## config.mk

```make
export PLATFORM = sky130hd
export DESIGN_NAME = apg_div
export DESIGN_NICKNAME = d
export VERILOG_FILES = /design/src/hw/rtl/apg_pkg.sv /design/src/hw/rtl/apg_div.sv
export SDC_FILE = /design/constraint.sdc
export NUM_CORES = 2
export LEC_CHECK = 0
export BUFFER_PORTS_ARGS = -buffer_cell sky130_fd_sc_hd__buf_2
export CORE_UTILIZATION = 55
export DETAILED_ROUTE_END_ITERATION = 7
export MAX_ROUTING_LAYER = met4
export PLACE_DENSITY = 0.81
export SLEW_MARGIN = 20
export SYNTH_ARGS = -nofsm -noshare
export SYNTH_HDL_FRONTEND = slang
export SYNTH_SLANG_ARGS = --single-unit
```

## constraint.sdc

```tcl
create_clock -name clk_i -period 8.17 [get_ports clk_i]
set_clock_uncertainty 0.05 [all_clocks]
set_input_delay 1.2255 -clock clk_i [delete_from_list [all_inputs] [get_ports clk_i]]
set_output_delay 1.2255 -clock clk_i [all_outputs]
set_load 0.02 [all_outputs]
```

## src/hw/rtl/apg_pkg.sv

```systemverilog
// ----------------------------------------------------------------------------
// apg_pkg: shared types and constants of the arc point generator
// Item tag, configuration register indexes, fixed-point constants, atan table.
// ----------------------------------------------------------------------------
package apg_pkg;

  // configuration register indexes
  typedef enum logic [2:0] {
    RegCenterX      = 3'd0,
    RegCenterY      = 3'd1,
    RegRadius       = 3'd2,
    RegStartAngle   = 3'd3,
    RegEndAngle     = 3'd4,
    RegSegmentCount = 3'd5,
    RegFullCircle   = 3'd6
  } cfg_reg_e;

  // side information that travels with every item down the pipeline
  typedef struct packed {
    logic               valid;
    logic               is_last;
    logic               index_error;
    logic               neg;
    logic signed [31:0] start;
  } tag_t;

  localparam int unsigned DivQuoW  = 34;  // quotient bits of the angle step
  localparam int unsigned RedSteps = 18;  // subtract steps of the range reduction
  localparam int unsigned CordicW  = 34;  // x, y, z datapath width

  localparam logic signed [32:0] FullSweepQ16 = 33'sd411775;
  localparam logic [52:0]        TwoPiQ32     = 53'd26986075409;
  localparam logic [34:0]        HalfPiQ32    = 35'd6746518852;
  localparam logic [34:0]        PiQ32        = 35'd13493037704;
  localparam logic [34:0]        ThreeHalfPiQ32 = 35'd20239556556;
  localparam logic signed [33:0] CordicGainQ30  = 34'sd652032874;

  // arctangent of 2^-i in Q2.30
  function automatic logic [31:0] atan_q30(input logic [4:0] i);
    logic [31:0] a;
    case (i)
      5'd0:  a = 32'd843314857;
      5'd1:  a = 32'd497837829;
      5'd2:  a = 32'd263043837;
      5'd3:  a = 32'd133525159;
      5'd4:  a = 32'd67021687;
      5'd5:  a = 32'd33543516;
      5'd6:  a = 32'd16775851;
      5'd7:  a = 32'd8388437;
      5'd8:  a = 32'd4194283;
      5'd9:  a = 32'd2097149;
      5'd10: a = 32'd1048576;
      5'd11: a = 32'd524288;
      5'd12: a = 32'd262144;
      5'd13: a = 32'd131072;
      5'd14: a = 32'd65536;
      5'd15: a = 32'd32768;
      5'd16: a = 32'd16384;
      5'd17: a = 32'd8192;
      5'd18: a = 32'd4096;
      5'd19: a = 32'd2048;
      5'd20: a = 32'd1024;
      5'd21: a = 32'd512;
      5'd22: a = 32'd256;
      5'd23: a = 32'd128;
      5'd24: a = 32'd64;
      5'd25: a = 32'd32;
      5'd26: a = 32'd16;
      5'd27: a = 32'd8;
      5'd28: a = 32'd4;
      5'd29: a = 32'd2;
      5'd30: a = 32'd1;
      default: a = 32'd0;
    endcase
    return a;
  endfunction

endpackage

```

## src/hw/rtl/apg_div.sv

```systemverilog
// ----------------------------------------------------------------------------
// apg_div: pipelined restoring divider for the angle step
// One quotient bit per stage, rounded to nearest by adding half the divisor.
// ----------------------------------------------------------------------------
module apg_div (
  input  logic          clk_i,
  input  logic          rst_ni,
  input  logic          en_i,
  input  apg_pkg::tag_t tag_i,
  input  logic [47:0]   mag_i,
  input  logic [15:0]   divisor_i,
  output apg_pkg::tag_t tag_o,
  output logic [apg_pkg::DivQuoW-1:0] quo_o
);
  import apg_pkg::*;

  localparam int unsigned QW = DivQuoW;

  function automatic logic [16:0] div_step(input logic [15:0] rem, input logic b,
                                           input logic [15:0] d);
    logic [16:0] t;
    logic        qb;
    t  = {rem, b};
    qb = (t >= {1'b0, d});
    if (qb) begin
      t = t - {1'b0, d};
    end
    return {t[15:0], qb};
  endfunction

  logic [48:0]   dividend;
  logic [16:0]   step_r [QW];
  logic [15:0]   rem_d  [QW];
  logic [15:0]   rem_q  [QW];
  logic [QW-1:0] work_d [QW];
  logic [QW-1:0] work_q [QW];
  tag_t          tag_q  [QW];

  assign dividend = {1'b0, mag_i} + 49'(divisor_i >> 1);

  // work register shifts dividend bits out the top and quotient bits in the bottom
  always_comb begin
    step_r[0] = div_step({1'b0, dividend[48:QW]}, dividend[QW-1], divisor_i);
    rem_d[0]  = step_r[0][16:1];
    work_d[0] = {dividend[QW-2:0], step_r[0][0]};
    for (int j = 1; j < QW; j++) begin
      step_r[j] = div_step(rem_q[j-1], work_q[j-1][QW-1], divisor_i);
      rem_d[j]  = step_r[j][16:1];
      work_d[j] = {work_q[j-1][QW-2:0], step_r[j][0]};
    end
  end

  always_ff @(posedge clk_i or negedge rst_ni) begin
    if (!rst_ni) begin
      for (int j = 0; j < QW; j++) begin
        tag_q[j] <= '0;
      end
    end else if (en_i) begin
      tag_q[0] <= tag_i;
      for (int j = 1; j < QW; j++) begin
        tag_q[j] <= tag_q[j-1];
      end
    end
  end

  always_ff @(posedge clk_i) begin
    if (en_i) begin
      for (int j = 0; j < QW; j++) begin
        rem_q[j]  <= rem_d[j];
        work_q[j] <= work_d[j];
      end
    end
  end

  assign tag_o = tag_q[QW-1];
  assign quo_o = work_q[QW-1];

endmodule

```

* Yosys cells after proc, flatten, opt, wreduce, memory -nomap -nowiden
Memories as Yosys holds them, arrays and structs flattened.
Index checks and enable logic that the tools add are counted.
** Cells by class
- Add/subtract/negate cells :: 35
- Magnitude comparators :: 34
- Multiplexer cells :: 36
** Operators by type and width (number)
- 17-bit by 16-bit greater-or-equal comparator with 1-bit output :: 33
- 16-bit two-way mux :: 34
- 16-bit subtractor :: 34
- 48-bit by 15-bit adder with 49-bit output :: 1
- 16-bit greater-or-equal comparator :: 1
- 1-bit two-way mux :: 2
** Storage, ports and cells
- Bits in registers :: 1224
- Memory bits (writable) :: 1700
- Input bits :: 103
- Output and inout bits :: 70
- Word-level logic and storage cells :: 277
- Memories :: 2
** Memory list
- work_q :: depth 34, bits a word 34, read ports 34, clocked after Yosys merged registers in 0, wr ports 34, RTL line apg_div.sv:36 : logic [QW-1:0] work_q [QW];
- rem_q :: depth 34, bits a word 16, read ports 33, clocked after Yosys merged registers in 0, wr ports 34, RTL line apg_div.sv:34 : logic [15:0] rem_q [QW];

* Longest topological paths before layout
- Word-level depth :: 3
- Gate-level depth with buffers :: 21
- Mapped depth without buffers :: 19

* Worst setup path after synthesis
No wires, ideal clock.
- Path kind :: input to register
- Start point :: input port divisor_i[2]
- End point :: memory rem_q[0][10], data pin
- Library setup time :: 260 ps
- Arrival time :: 6134 ps
- Required time :: 7860 ps
- Slack :: 1726 ps
- Stages :: 20
- Buffers on the path :: 2
- Cell sequence :: inv_1 -> fa_1 -> nor2b_1 -> o21ai_0 -> a21oi_1 -> o21ai_0 -> a311o_1 -> buf_1 -> nor3_1 -> xor2_1 -> fa_1 -> a211oi_1 -> o21bai_1 -> a21oi_1 -> o21ba_2 -> o2bb2ai_1 -> o41ai_1 -> a311oi_4 -> buf_4 -> mux2_2
** RTL lines
- start: declaration :: RTL line apg_div.sv:11 : input logic [15:0] divisor_i,
- end: declaration :: RTL line apg_div.sv:34

==> results.toml <==
[clocking]
ctsHoldBuffers = 0
cts_tree = "yes"
cts_htree_levels = 5
clk_latency_ns = 0.97
clk_pin_slew_ns = 0.06
postCtsResizedCells = 0
numClockSinks = 2908
cts_made_buffers = 314
cts_setup_buffers = 0
clockBufferDepth = 4
clockRootBuffer = "clkbuf_16"

[flow_run]
drv_cap = 0

[floorplan]
io_pins = 173
core_mm2 = 0.230
die_area_mm2 = 0.233
die_y_um = 483
start_util = 0.553
row_count = 176
die_w_um = 483

[final_layout]
layout.nets = 9757
multi_input_area_mm2 = 0.0441
syn_to_final_growth_pct = 11.5
final-seq-area_mm2 = 0.0812
fill_cells = 16600
final_core_util = 0.616
drive_gt1_frac = 0.241

[placed_design]
place_congestion = 0.903
pre_cts_ws_ns = 0.976
portBuffers = 172
dp_hpwl_mm = 151

[global_routing]
grtUsageTotal = 0.214
grt_pass1_vias = 71200
gr-total-overflow = 0
grt_max_degree = 208
grt_pass1_wl_mm = 386
antenna_found_initial = 8

[synthesis]
synth_xor_area_frac = 0.0244
synth_top_area_frac = 0.398
synthArstFlopShare = 0.421
synthMuxAreaShare = 0.131
synthDistinctLibCells = 87
yosysMostFrequentCell = "edfxtp_1"
yosys_warnings = 0
synth-simple-area-share = 0.0543
synth_adder_area_share = 0.0604
synth_seq_area_share = 0.639
syn-instance-count = 8762
ys_seq_elements = 2908
synth_top_family_by_area = "multiplexers"
netlist_area_mm2 = 0.127
ys.flop_type = "edfxtp_1"
synth-edff-count = 1684
synth_area_leaders = "edfxtp_1, dfrtp_1, mux2_2"
synth_common_cells = "edfxtp_1, mux2_2, dfrtp_1"
avgSynthCellArea_um2 = 14.5
post-synth-top-area-cell = "edfxtp_1"
synth_compound_area_frac = 0.0757
syn_nets = 9458

[route]
routed_via_density = 5.76
wl_mm = 241
detail_route.wl_per_cell_um = 19.5
drc = 0
ant_nets = 0
vias = 70900
dr.pass1.iters = 6
drt_iter0_drc = 5200

[status]
status = "finished, final reports clean"

[sta]
fin_crit_ns = 6.25
fmax_mhz = 160
rsz0062_at_grt = "no"
slew_headroom = 0.278
setup_tns_ns = 0
final_max_slew_viol_count = 0
min_period_over_period = 0.765
finalHoldViolCount = 0
setup_viol = 0
worstMarginPinSlew_ns = 1.08
worst_slack_ns = 1.92

[critical_path]
crit_fanout = 13
path_cells = "buf_2, ha_1, inv_1, fa_1, nor2b_1, o21ai_0, a21oi_1, o21ai_0, a311o_1, buf_4, nor3_1, xor2_1, fa_1, a211oi_1, o21bai_1, a21oi_1, o21ba_2, o2bb2ai_1, o41ai_1, a311oi_4, buf_4, mux2_2"
crit_family = "compound AO/OA/AOI/OAI gates"
cp_num_buf_inv = 4
max_stage_delay_ns = 0.61
worst-setup-path-type = "in2reg"
cp-end-kind = "register"
crit_required_ns = 8.79
crit_start = "divisor_i[1]"
slowest_stage = "a311oi_4"
crit_path_start_kind = "primary input"
cp.arrival_ns = 6.87
timing.rr.start = "rem_q[9][0]"

[power_and_ir_drop]
power.density_mw_per_mm2 = 375
p_leak_nw = 57.4
finalPower_w = 0.0531
ir_worst_vdd_mv = 0.215

[worst_hold_path]
holdCritPathClass = "in2async"
worst reg2reg max path: stages (launching register included):
cell	delay [ns]
edfxtp_1	0.42
ha_1	0.31
nor2b_1	0.14
o31a_1	0.27
o21ai_0	0.39
o21ai_0	0.19
o311a_1	0.33
nor2_1	0.61
buf_4	0.33
mux2_2	0.35
layout by cell type, fill, tap and decap left out, types with 36 or more instances in the layout:
master,instances
nor2_1,455
mux2_2,1441
buf_2,170
mux2i_1,36
nor3_1,102
clkinv_2,49
xnor2_1,207
a21o_1,94
xor2_1,147
nand2_1,355
nand2b_1,63
clkinv_1,39
o31ai_1,58
edfxtp_1,1684
dfrtp_1,1224
nor2b_1,117
clkbuf_1,44
nand4_1,91
clkbuf_16,324
inv_1,190
buf_4,60
o21a_1,142
a31oi_1,44
ha_1,559
a21oi_1,452
o31a_1,55
nand3_1,79
o21ai_0,391
a211oi_1,49
logic make-up (layout without fill, tap and decap cells):
kind of cell / after synthesis / count (layout)
buffers and inverters: 460 / 989
adders and majority gates: 593 / 593
xor gates and xnor gates: 354 / 354
AOI/OAI and AO/OA: 1526 / 1526
other: 0 / 5
and+or+nand+nor: 1437 / 1437
DFF: 2908 / 2908
muxes: 1484 / 1484
per-layer routing:
metal,part of all wire,up-vias,GRT usage
li1,-,33500,-
met4,0.028,0,0.0665
met3,0.051,461,0.0324
met2,0.46,1692,0.328
met5,0,-,-
met1,0.46,35300,0.296
metrics by stage:
step,instances,hold WS (ns),cell area (um^2)
finish,12300,0.251,142000
detailed placement,11800,0.355,131000
CTS,12300,0.195,142000
global route,12300,0.265,142000
floorplan,8762,0.350,127000
global placement,11800,0.350,131000
final cells by class:
class | count | share of cell area
well taps | 3026 | 0.0267
inverters | 191 | 0.00506
repair buffers | 252 | 0.0123
clock buffers | 401 | 0.0616
clock inverters | 145 | 0.00977
multi-input cells | 5394 | 0.311
diodes | 5 | 0.0000883
flip-flops and latches | 2908 | 0.573
path summary, 6_finish.rpt:
kind	depth (start not counted)	endpoint	slack, ns
worst min register to register	0	work_q[24][5]	0.29
max in group asynchronous	3	tag_q[262]	5.77
worst min-delay path	1	tag_q[636]	0.25
worst max register to register	9	rem_q[10][3]	4.48
worst max-delay path	22	rem_q[0][3]	1.92
min in group clk_i	0	work_q[24][5]	0.29
registers in the layout, summed over array words and instances, names as in the netlist:
name,flops
rem_q,528
tag_o,36
tag_q,1188
work_q,1156
power by group:
group	internal, W	switching [W]
sequential	0.0207	0.00240
combinational	0.00785	0.00840
clock	0.00826	0.00555
total	0.0368	0.0163
Power figures use the tool's default switching activity.
